## src/rtl/core/etok_pkg.sv

```systemverilog
// Shared types, constants and character-class helpers for the expression tokenizer.
package etok_pkg;

  localparam int MAX_LEN = 1024;
  localparam int POS_W   = $clog2(MAX_LEN + 1);
  localparam int START_W = 10;
  localparam int LEN_W   = 11;
  localparam int CHAR_W  = 8;
  localparam int KIND_W  = 3;

  // Result queue: one item may push up to three results.
  localparam int MAX_RES = 3;
  localparam int Q_DEPTH = 4;
  localparam int Q_PTR_W = $clog2(Q_DEPTH);
  localparam int Q_CNT_W = $clog2(Q_DEPTH + 1);

  localparam logic [KIND_W-1:0] KIND_LITERAL  = 3'd0;
  localparam logic [KIND_W-1:0] KIND_SYMBOL   = 3'd1;
  localparam logic [KIND_W-1:0] KIND_OPERATOR = 3'd2;
  localparam logic [KIND_W-1:0] KIND_LPAREN   = 3'd3;
  localparam logic [KIND_W-1:0] KIND_RPAREN   = 3'd4;
  localparam logic [KIND_W-1:0] KIND_COMMA    = 3'd5;
  localparam logic [KIND_W-1:0] KIND_END      = 3'd6;
  localparam logic [KIND_W-1:0] KIND_ERROR    = 3'd7;

  localparam logic [CHAR_W-1:0] CH_PLUS   = 8'h2B;
  localparam logic [CHAR_W-1:0] CH_MINUS  = 8'h2D;
  localparam logic [CHAR_W-1:0] CH_STAR   = 8'h2A;
  localparam logic [CHAR_W-1:0] CH_SLASH  = 8'h2F;
  localparam logic [CHAR_W-1:0] CH_LPAREN = 8'h28;
  localparam logic [CHAR_W-1:0] CH_RPAREN = 8'h29;
  localparam logic [CHAR_W-1:0] CH_COMMA  = 8'h2C;
  localparam logic [CHAR_W-1:0] CH_DOT    = 8'h2E;
  localparam logic [CHAR_W-1:0] CH_UNDER  = 8'h5F;

  typedef enum logic [1:0] {
    MODE_IDLE    = 2'd0,
    MODE_LITERAL = 2'd1,
    MODE_SYMBOL  = 2'd2
  } mode_t;

  typedef struct packed {
    logic [KIND_W-1:0]  kind;
    logic [START_W-1:0] start;
    logic [LEN_W-1:0]   length;
    logic [CHAR_W-1:0]  first_char;
    logic               run_last;
  } tok_t;

  function automatic logic is_dig(input logic [CHAR_W-1:0] c);
    return (c >= 8'h30) && (c <= 8'h39);
  endfunction

  function automatic logic is_alp(input logic [CHAR_W-1:0] c);
    return ((c >= 8'h61) && (c <= 8'h7A)) || ((c >= 8'h41) && (c <= 8'h5A));
  endfunction

endpackage

```

## src/rtl/core/etok_if.sv

```systemverilog
// Handshake channels for characters in and tokens out.
interface etok_char_if;
  import etok_pkg::*;
  logic              valid;
  logic              ready;
  logic [CHAR_W-1:0] char_code;
  logic              end_of_text;
  modport source (output valid, char_code, end_of_text, input ready);
  modport sink (input valid, char_code, end_of_text, output ready);
endinterface

interface etok_token_if;
  import etok_pkg::*;
  logic               valid;
  logic               ready;
  logic [KIND_W-1:0]  token_kind;
  logic [START_W-1:0] token_start;
  logic [LEN_W-1:0]   token_length;
  logic [CHAR_W-1:0]  token_char;
  logic               run_last;
  modport source (output valid, token_kind, token_start, token_length, token_char, run_last,
                  input ready);
  modport sink (input valid, token_kind, token_start, token_length, token_char, run_last,
                output ready);
endinterface

```

## src/rtl/core/expression_tokenizer.sv

```systemverilog
// Expression tokenizer: one character item in, zero to three token items out.
// Characters are taken one per cycle; each is classified and the scan state updated in
// the same cycle, and the tokens it causes are pushed into a four-entry result queue that
// drains one token per cycle while the output is ready. A character is accepted whenever
// the queue has room for three tokens, so characters flow at one per cycle as long as
// they produce about one token each on average; an item that yields two or three tokens
// (a pending token ended together with an operator and the end marker) holds the input
// while the queue drains. A character's tokens are registered in the queue on acceptance
// and leave it behind any already queued. Expressions close with an end marker, or with
// one error token on a second dot in a literal or on a character past the length limit.
module expression_tokenizer (
  input logic         clk,
  input logic         rst,
  etok_char_if.sink   chars,
  etok_token_if.source tokens
);
  import etok_pkg::*;

  mode_t              scan_mode, mode_next;
  logic               dot_seen, dot_next;
  logic [START_W-1:0] pending_start, pstart_next;
  logic [LEN_W-1:0]   pending_length, plen_next;
  logic [CHAR_W-1:0]  pending_first_char, pchar_next;
  logic [POS_W-1:0]   position, pos_next;
  logic               failed, failed_next;

  tok_t               res [MAX_RES];
  logic [1:0]         res_n;

  tok_t               queue [Q_DEPTH];
  logic [Q_PTR_W-1:0] wr_ptr, rd_ptr;
  logic [Q_CNT_W-1:0] count;

  logic               accept, pop;

  assign chars.ready = (count <= Q_CNT_W'(Q_DEPTH - MAX_RES));
  assign accept      = chars.valid && chars.ready;
  assign pop         = tokens.valid && tokens.ready;

  // Scan one character: next state and the tokens it emits.
  always_comb begin
    logic [CHAR_W-1:0] c;
    logic              last;
    logic              taken;
    logic              err;
    logic              clear;
    logic              set_failed;
    tok_t              t;
    c           = chars.char_code;
    last        = chars.end_of_text;
    taken       = 1'b0;
    err         = 1'b0;
    clear       = 1'b0;
    set_failed  = 1'b0;
    mode_next   = scan_mode;
    dot_next    = dot_seen;
    pstart_next = pending_start;
    plen_next   = pending_length;
    pchar_next  = pending_first_char;
    pos_next    = position;
    failed_next = failed;
    res_n       = 2'd0;
    t           = '0;
    for (int k = 0; k < MAX_RES; k++) begin
      res[k] = '0;
    end

    if (failed) begin
      // Drop characters up to the end of the expression.
      if (last) begin
        clear = 1'b1;
      end
    end else if (position >= POS_W'(MAX_LEN)) begin
      err = 1'b1;
    end else begin
      case (scan_mode)
        MODE_LITERAL: begin
          if (is_dig(c)) begin
            plen_next = pending_length + 1'b1;
            taken     = 1'b1;
          end else if (c == CH_DOT) begin
            if (dot_seen) begin
              err = 1'b1;
            end else begin
              dot_next  = 1'b1;
              plen_next = pending_length + 1'b1;
              taken     = 1'b1;
            end
          end else begin
            res[res_n] = '{KIND_LITERAL, pending_start, pending_length, pending_first_char,
                           1'b0};
            res_n      = res_n + 1'b1;
            mode_next  = MODE_IDLE;
          end
        end
        MODE_SYMBOL: begin
          if (is_dig(c) || is_alp(c) || c == CH_UNDER) begin
            plen_next = pending_length + 1'b1;
            taken     = 1'b1;
          end else begin
            res[res_n] = '{KIND_SYMBOL, pending_start, pending_length, pending_first_char,
                           1'b0};
            res_n      = res_n + 1'b1;
            mode_next  = MODE_IDLE;
          end
        end
        default: mode_next = MODE_IDLE;
      endcase

      if (!err) begin
        if (!taken) begin
          t = '{KIND_OPERATOR, position[START_W-1:0], LEN_W'(1), c, 1'b0};
          if (is_dig(c) || is_alp(c)) begin
            mode_next   = is_dig(c) ? MODE_LITERAL : MODE_SYMBOL;
            dot_next    = 1'b0;
            pstart_next = position[START_W-1:0];
            plen_next   = LEN_W'(1);
            pchar_next  = c;
          end else if (c == CH_PLUS || c == CH_MINUS || c == CH_STAR || c == CH_SLASH) begin
            res[res_n] = t;
            res_n      = res_n + 1'b1;
          end else if (c == CH_LPAREN) begin
            t.kind     = KIND_LPAREN;
            res[res_n] = t;
            res_n      = res_n + 1'b1;
          end else if (c == CH_RPAREN) begin
            t.kind     = KIND_RPAREN;
            res[res_n] = t;
            res_n      = res_n + 1'b1;
          end else if (c == CH_COMMA) begin
            t.kind     = KIND_COMMA;
            res[res_n] = t;
            res_n      = res_n + 1'b1;
          end
        end

        pos_next = position + 1'b1;

        if (last) begin
          // Flush the pending token, then close with the end marker.
          if (mode_next == MODE_LITERAL) begin
            res[res_n] = '{KIND_LITERAL, pstart_next, plen_next, pchar_next, 1'b0};
            res_n      = res_n + 1'b1;
          end else if (mode_next == MODE_SYMBOL) begin
            res[res_n] = '{KIND_SYMBOL, pstart_next, plen_next, pchar_next, 1'b0};
            res_n      = res_n + 1'b1;
          end
          res[res_n] = '{KIND_END, '0, '0, '0, 1'b0};
          res_n      = res_n + 1'b1;
          clear      = 1'b1;
        end
      end
    end

    if (err) begin
      res[0]     = '{KIND_ERROR, position[START_W-1:0], '0, c, 1'b0};
      res_n      = 2'd1;
      clear      = 1'b1;
      set_failed = !last;
    end

    if (clear) begin
      mode_next   = MODE_IDLE;
      dot_next    = 1'b0;
      pstart_next = '0;
      plen_next   = '0;
      pchar_next  = '0;
      pos_next    = '0;
      failed_next = set_failed;
    end

    for (int k = 0; k < MAX_RES; k++) begin
      res[k].run_last = (2'(k) == res_n - 1'b1);
    end
  end

  always_ff @(posedge clk) begin
    if (rst) begin
      scan_mode          <= MODE_IDLE;
      dot_seen           <= 1'b0;
      pending_start      <= '0;
      pending_length     <= '0;
      pending_first_char <= '0;
      position           <= '0;
      failed             <= 1'b0;
    end else if (accept) begin
      scan_mode          <= mode_next;
      dot_seen           <= dot_next;
      pending_start      <= pstart_next;
      pending_length     <= plen_next;
      pending_first_char <= pchar_next;
      position           <= pos_next;
      failed             <= failed_next;
    end
  end

  // Result queue: push up to three tokens, pop one.
  always_ff @(posedge clk) begin
    if (accept) begin
      for (int k = 0; k < MAX_RES; k++) begin
        if (2'(k) < res_n) begin
          queue[wr_ptr + Q_PTR_W'(k)] <= res[k];
        end
      end
    end
  end

  always_ff @(posedge clk) begin
    if (rst) begin
      wr_ptr <= '0;
      rd_ptr <= '0;
      count  <= '0;
    end else begin
      if (accept) begin
        wr_ptr <= wr_ptr + Q_PTR_W'(res_n);
      end
      if (pop) begin
        rd_ptr <= rd_ptr + 1'b1;
      end
      count <= count + (accept ? Q_CNT_W'(res_n) : '0) - (pop ? Q_CNT_W'(1) : '0);
    end
  end

  assign tokens.valid        = (count != '0);
  assign tokens.token_kind   = queue[rd_ptr].kind;
  assign tokens.token_start  = queue[rd_ptr].start;
  assign tokens.token_length = queue[rd_ptr].length;
  assign tokens.token_char   = queue[rd_ptr].first_char;
  assign tokens.run_last     = queue[rd_ptr].run_last;

  a_queue_bound: assert property (@(posedge clk) disable iff (rst)
    count <= Q_CNT_W'(Q_DEPTH))
    else $error("result queue overflow");

  a_pos_bound: assert property (@(posedge clk) disable iff (rst)
    position <= POS_W'(MAX_LEN))
    else $error("position beyond length limit");

  a_end_clears: assert property (@(posedge clk) disable iff (rst)
    accept && chars.end_of_text |=> scan_mode == MODE_IDLE && position == '0 && !failed)
    else $error("scan state not cleared after last character");

  a_failed_silent: assert property (@(posedge clk) disable iff (rst)
    accept && failed |-> res_n == 2'd0)
    else $error("token emitted while dropping characters");

endmodule
```

## src/flat_wrapper.sv

```systemverilog
// flat-port wrapper written by rule: the top's interface ports become plain ports
module expression_tokenizer_flat import etok_pkg::*;
  (clk, rst, chars_valid, chars_char_code, chars_end_of_text, chars_ready, tokens_valid, tokens_token_kind, tokens_token_start, tokens_token_length, tokens_token_char, tokens_run_last, tokens_ready);
  etok_char_if chars_i ();
  etok_token_if tokens_i ();
  input logic clk;
  input logic rst;
  input wire logic [$bits(chars_i.valid)-1:0] chars_valid;
  input wire logic [$bits(chars_i.char_code)-1:0] chars_char_code;
  input wire logic [$bits(chars_i.end_of_text)-1:0] chars_end_of_text;
  output wire logic [$bits(chars_i.ready)-1:0] chars_ready;
  output wire logic [$bits(tokens_i.valid)-1:0] tokens_valid;
  output wire logic [$bits(tokens_i.token_kind)-1:0] tokens_token_kind;
  output wire logic [$bits(tokens_i.token_start)-1:0] tokens_token_start;
  output wire logic [$bits(tokens_i.token_length)-1:0] tokens_token_length;
  output wire logic [$bits(tokens_i.token_char)-1:0] tokens_token_char;
  output wire logic [$bits(tokens_i.run_last)-1:0] tokens_run_last;
  input wire logic [$bits(tokens_i.ready)-1:0] tokens_ready;
  assign chars_i.valid = chars_valid;
  assign chars_i.char_code = chars_char_code;
  assign chars_i.end_of_text = chars_end_of_text;
  assign chars_ready = chars_i.ready;
  assign tokens_valid = tokens_i.valid;
  assign tokens_token_kind = tokens_i.token_kind;
  assign tokens_token_start = tokens_i.token_start;
  assign tokens_token_length = tokens_i.token_length;
  assign tokens_token_char = tokens_i.token_char;
  assign tokens_run_last = tokens_i.run_last;
  assign tokens_i.ready = tokens_ready;
  expression_tokenizer u_core (.clk(clk), .rst(rst), .chars(chars_i), .tokens(tokens_i));
endmodule
```

## config.mk

```make
export PLATFORM = sky130hd
export DESIGN_NAME = expression_tokenizer_flat
export DESIGN_NICKNAME = d
export VERILOG_FILES = /design/src/rtl/core/etok_pkg.sv /design/src/rtl/core/etok_if.sv /design/src/rtl/core/expression_tokenizer.sv /design/src/flat_wrapper.sv
export SDC_FILE = /design/constraint.sdc
export NUM_CORES = 1
export LEC_CHECK = 0
export ABC_AREA = 1
export BUFFER_PORTS_ARGS = -buffer_cell sky130_fd_sc_hd__buf_2
export CORE_UTILIZATION = 36
export DETAILED_ROUTE_END_ITERATION = 10
export PLACE_DENSITY_LB_ADDON = 0.08
export SLEW_MARGIN = 20
export SYNTH_ARGS = -nofsm -noshare
export SYNTH_HDL_FRONTEND = slang
export SYNTH_SLANG_ARGS = --single-unit
```

## constraint.sdc

```tcl
create_clock -name clk -period 17.9 [get_ports clk]
set_input_delay 3.58 -clock clk [delete_from_list [all_inputs] [get_ports clk]]
set_output_delay 3.58 -clock clk [all_outputs]
set_load 0.1 [all_outputs]
```

==> flow_summary.toml <==
[critical_path]
crit_arrival_ns = 9.54
cp_max_fo = 36
r2r_start = "u_core.scan_mode[0]"
r2r_end = "u_core.queue[2][11]"
critPathRequiredTime_ns = 18.02
critPathCaptureType = "register"
r2r_cells = 21
r2r_slack_ns = 11.07
critPathKind = "in2reg"
worstSetupStartpointType = "input port"

[synthesis]
synth_cell_types = 48
syn-instance-count = 1956
ys_warn_count = 0
ys_seq_area_share_pct = 38.3
synth_fp_nets = 1988
async_reset_ff_share_pct = 0
ys_seq_elements = 185
synthTopCellsByArea = "edfxtp_1 30%, nand2_1 21%, dfxtp_1 8.1%"
avgSynthCellArea_sq_um = 6.72
synth.largest_area_cell = "edfxtp_1"
synthTopCellsByCount = "740 x nand2_1, 207 x nand3_1, 206 x nor2_1"
synth-edff-count = 132
ys.flop_type = "edfxtp_1"
yosysMostFrequentCell = "nand2_1"
synth_top_area_share_pct = 30.2
netlist_area_sq_um = 13100

[route]
drt_iter0_drc = 1601
vias_per_cell = 5.40
wl_microns = 47600
via_count = 12900
wl_per_cell_microns = 19.9
first_pass_iters = 9
drc = 6
ant_nets = 0

[die]
initial_core_util_pct = 36.7
die_h_microns = 193
rows = 69
die-area_sq_um = 37300
fp.coreArea_sq_um = 35700
die_width_microns = 193
io_pins = 48

[clock_tree]
post_cts_buffers = 0
numCtsBuffers = 17
clock_latency_ns = 0.48
clkTransAtPathRegs_ns = 0.07
cts_tree = "built"
h-tree-depth = 4
clockBufferDepth = 2
cts_resized = 0
cts_root_buf = "clkbuf_16"
clock_sinks = 185
cts_hold_buf = 0

[sta]
slew_headroom_pct = 28.6
skew_ns = 0.0259
finalHoldViolCount = 0
setup_viol = 0
rsz0062_at_grt = "no"
worst_slack_ns = 8.47
min_period_ns = 9.43
worst_pin_slew_ns = 1.07
finalHoldWorstSlack_ns = 0.467
fmax_mhz = 106
fin_crit_sh_pct = 52.7
setup_tns_ns = 0
finalMaxSlewViolations = 0

[final_layout]
seq_area_sq_um = 5030
num_antenna_cells = 0
multi_input_area_sq_um = 7070
final_layout_size_suffix_gt1_share_pct = 7.91
layout.nets = 1956
synthToLayoutAreaGrowth_pct = 7.03
n_fill_cell = 3838
fin_util_pct = 39.3

[power_and_ir_drop]
p_seq_share_pct = 33.6
p_clk_share_pct = 23.9
vdd_ir_drop_max_v = 0.0000830
cellPowerDensity_nw_per_um2 = 114
p_comb_share_pct = 42.5
p_leak_nw = 6.32
internal-power_w = 0.000846
p_sw_share_pct = 47.4
p_switching_w = 0.000762

[global_routing]
grt_pass1_vias = 11800
grt_pass1_wl_microns = 73100
gr-total-overflow = 0
antenna_found_initial = 0
grtUsageTotal_pct = 26.3
grt_max_degree = 68

[run_status]
status = "complete, but fails checks"
violations = "DRC"

[place]
pre_cts_ws_ns = 7.97
place_congestion = 0.890
io_buffers = 47
dp_hpwl_microns = 33500

[hold_path]
hp-start = "u_core.pending_start[6]"
hold_depth = 2
min_path_type = "reg2reg"
hold_end = "u_core.pending_start[6]"

[job]
max_cap_viol_count = 0
metal layers:
metal | up-vias | GRT usage (%) | wire length [microns]
met1 | 6069 | 40.8 | 24100
met2 | 465 | 38.2 | 19700
met3 | 34 | 4.04 | 3280
met4 | 0 | 5.26 | 564
met5 | - | 0 | 0
li1 | 6378 | - | -
logic make-up after synthesis:
kind of cell    share of synthesized area [%]
simple gates                             39.6
fa+ha+maj                                1.87
flops                                    38.3
compound gates                           11.7
buf+inv                                  8.08
xor+xnor                                0.533
state kept, by name, indices dropped and copies added, names as in the netlist, 2 cells and up, named ones only:
name / flops
u_core.position: 11
u_core.pending_start: 10
u_core.scan_mode: 2
u_core.count: 3
u_core.wr_ptr: 2
u_core.pending_length: 11
u_core.queue: 132
u_core.pending_first_char: 8
u_core.rd_ptr: 2
critical path, cell delays in order:
cell	delay (ns)
buf_2	0.20
nand2_1	0.10
nand2_1	0.07
nand2_1	0.06
nand3_2	0.10
nand4_1	0.12
nand2_2	0.13
nand2_2	0.36
inv_2	0.34
ha_1	0.19
nand2_1	0.07
nand2_1	0.09
nand2_1	0.07
a21oi_2	0.23
inv_1	0.13
ha_1	0.31
nor2_1	0.11
nor2_1	0.07
ha_1	0.29
nand2_1	0.36
nand4_4	0.65
nor2_4	0.98
nor2_1	0.07
nand2_1	0.35
buf_4	0.48
per-stage QoR:
stage               instances  cell area, sq um  power, W
detailed placement       2366             13500   0.00124
global placement         2366             13500   0.00123
floorplan                1956             13100   0.00109
CTS                      2396             14100   0.00162
finish                   2396             14100   0.00161
global route             2396             14100   0.00168
power by group through the flow:
stage	clock network, W	registers, W	logic, W
after floorplan	0	0.000545	0.000544
after global placement	0	0.000549	0.000684
after detailed placement	0	0.000549	0.000688
after CTS	0.000393	0.000540	0.000688
after global routing	0.000408	0.000544	0.000733
final	0.000384	0.000540	0.000684
worst max path at each step:
stage                     endpoint  slack [ns]  cells past startpoint               start
2_1_floorplan   u_core.queue[0][0]        9.72                     26  chars_char_code[1]
3_3_place_gp   u_core.queue[3][22]        8.11                     25  chars_char_code[4]
3_5_place_dp   u_core.queue[3][22]        7.97                     25  chars_char_code[1]
4_1_cts        u_core.queue[3][23]        8.51                     25  chars_char_code[1]
5_1_grt        u_core.queue[2][29]        8.02                     25  chars_char_code[4]
6_report       u_core.queue[2][11]        8.47                     25  chars_char_code[1]
cells in the final DEF (no fill, tap or decap), types with 3 or more instances in the layout:
cell       count
nor2_4         4
nor4_1         3
edfxtp_1     132
o22ai_1       46
nand4_1       15
buf_4         12
nand2_1      740
clkbuf_16     17
buf_2         47
clkinv_2       4
o21ai_2        3
nor3_1         8
nand4_4        4
nor2_1       205
inv_2         11
a21oi_1       63
ha_1          18
o211ai_1      19
inv_6          4
or2_2          3
nand2_4        8
nand2_2       16
nand3_1      207
xor2_1         6
inv_1        112
clkinv_1       7
o21ai_1       11
o21ai_0      123
nand3_2        3
dfxtp_1       52
final cells by class:
| class | instances | area share, % |
|---|---|---|
| clock buffers | 17 | 3.03 |
| clock inverters | 13 | 1.02 |
| inverters | 131 | 3.52 |
| multi-input cells | 1530 | 50.3 |
| flip-flops and latches | 185 | 35.8 |
| well taps | 461 | 4.10 |
| repair buffers | 59 | 2.31 |
No activity file was read; power rests on OpenSTA's default activity.
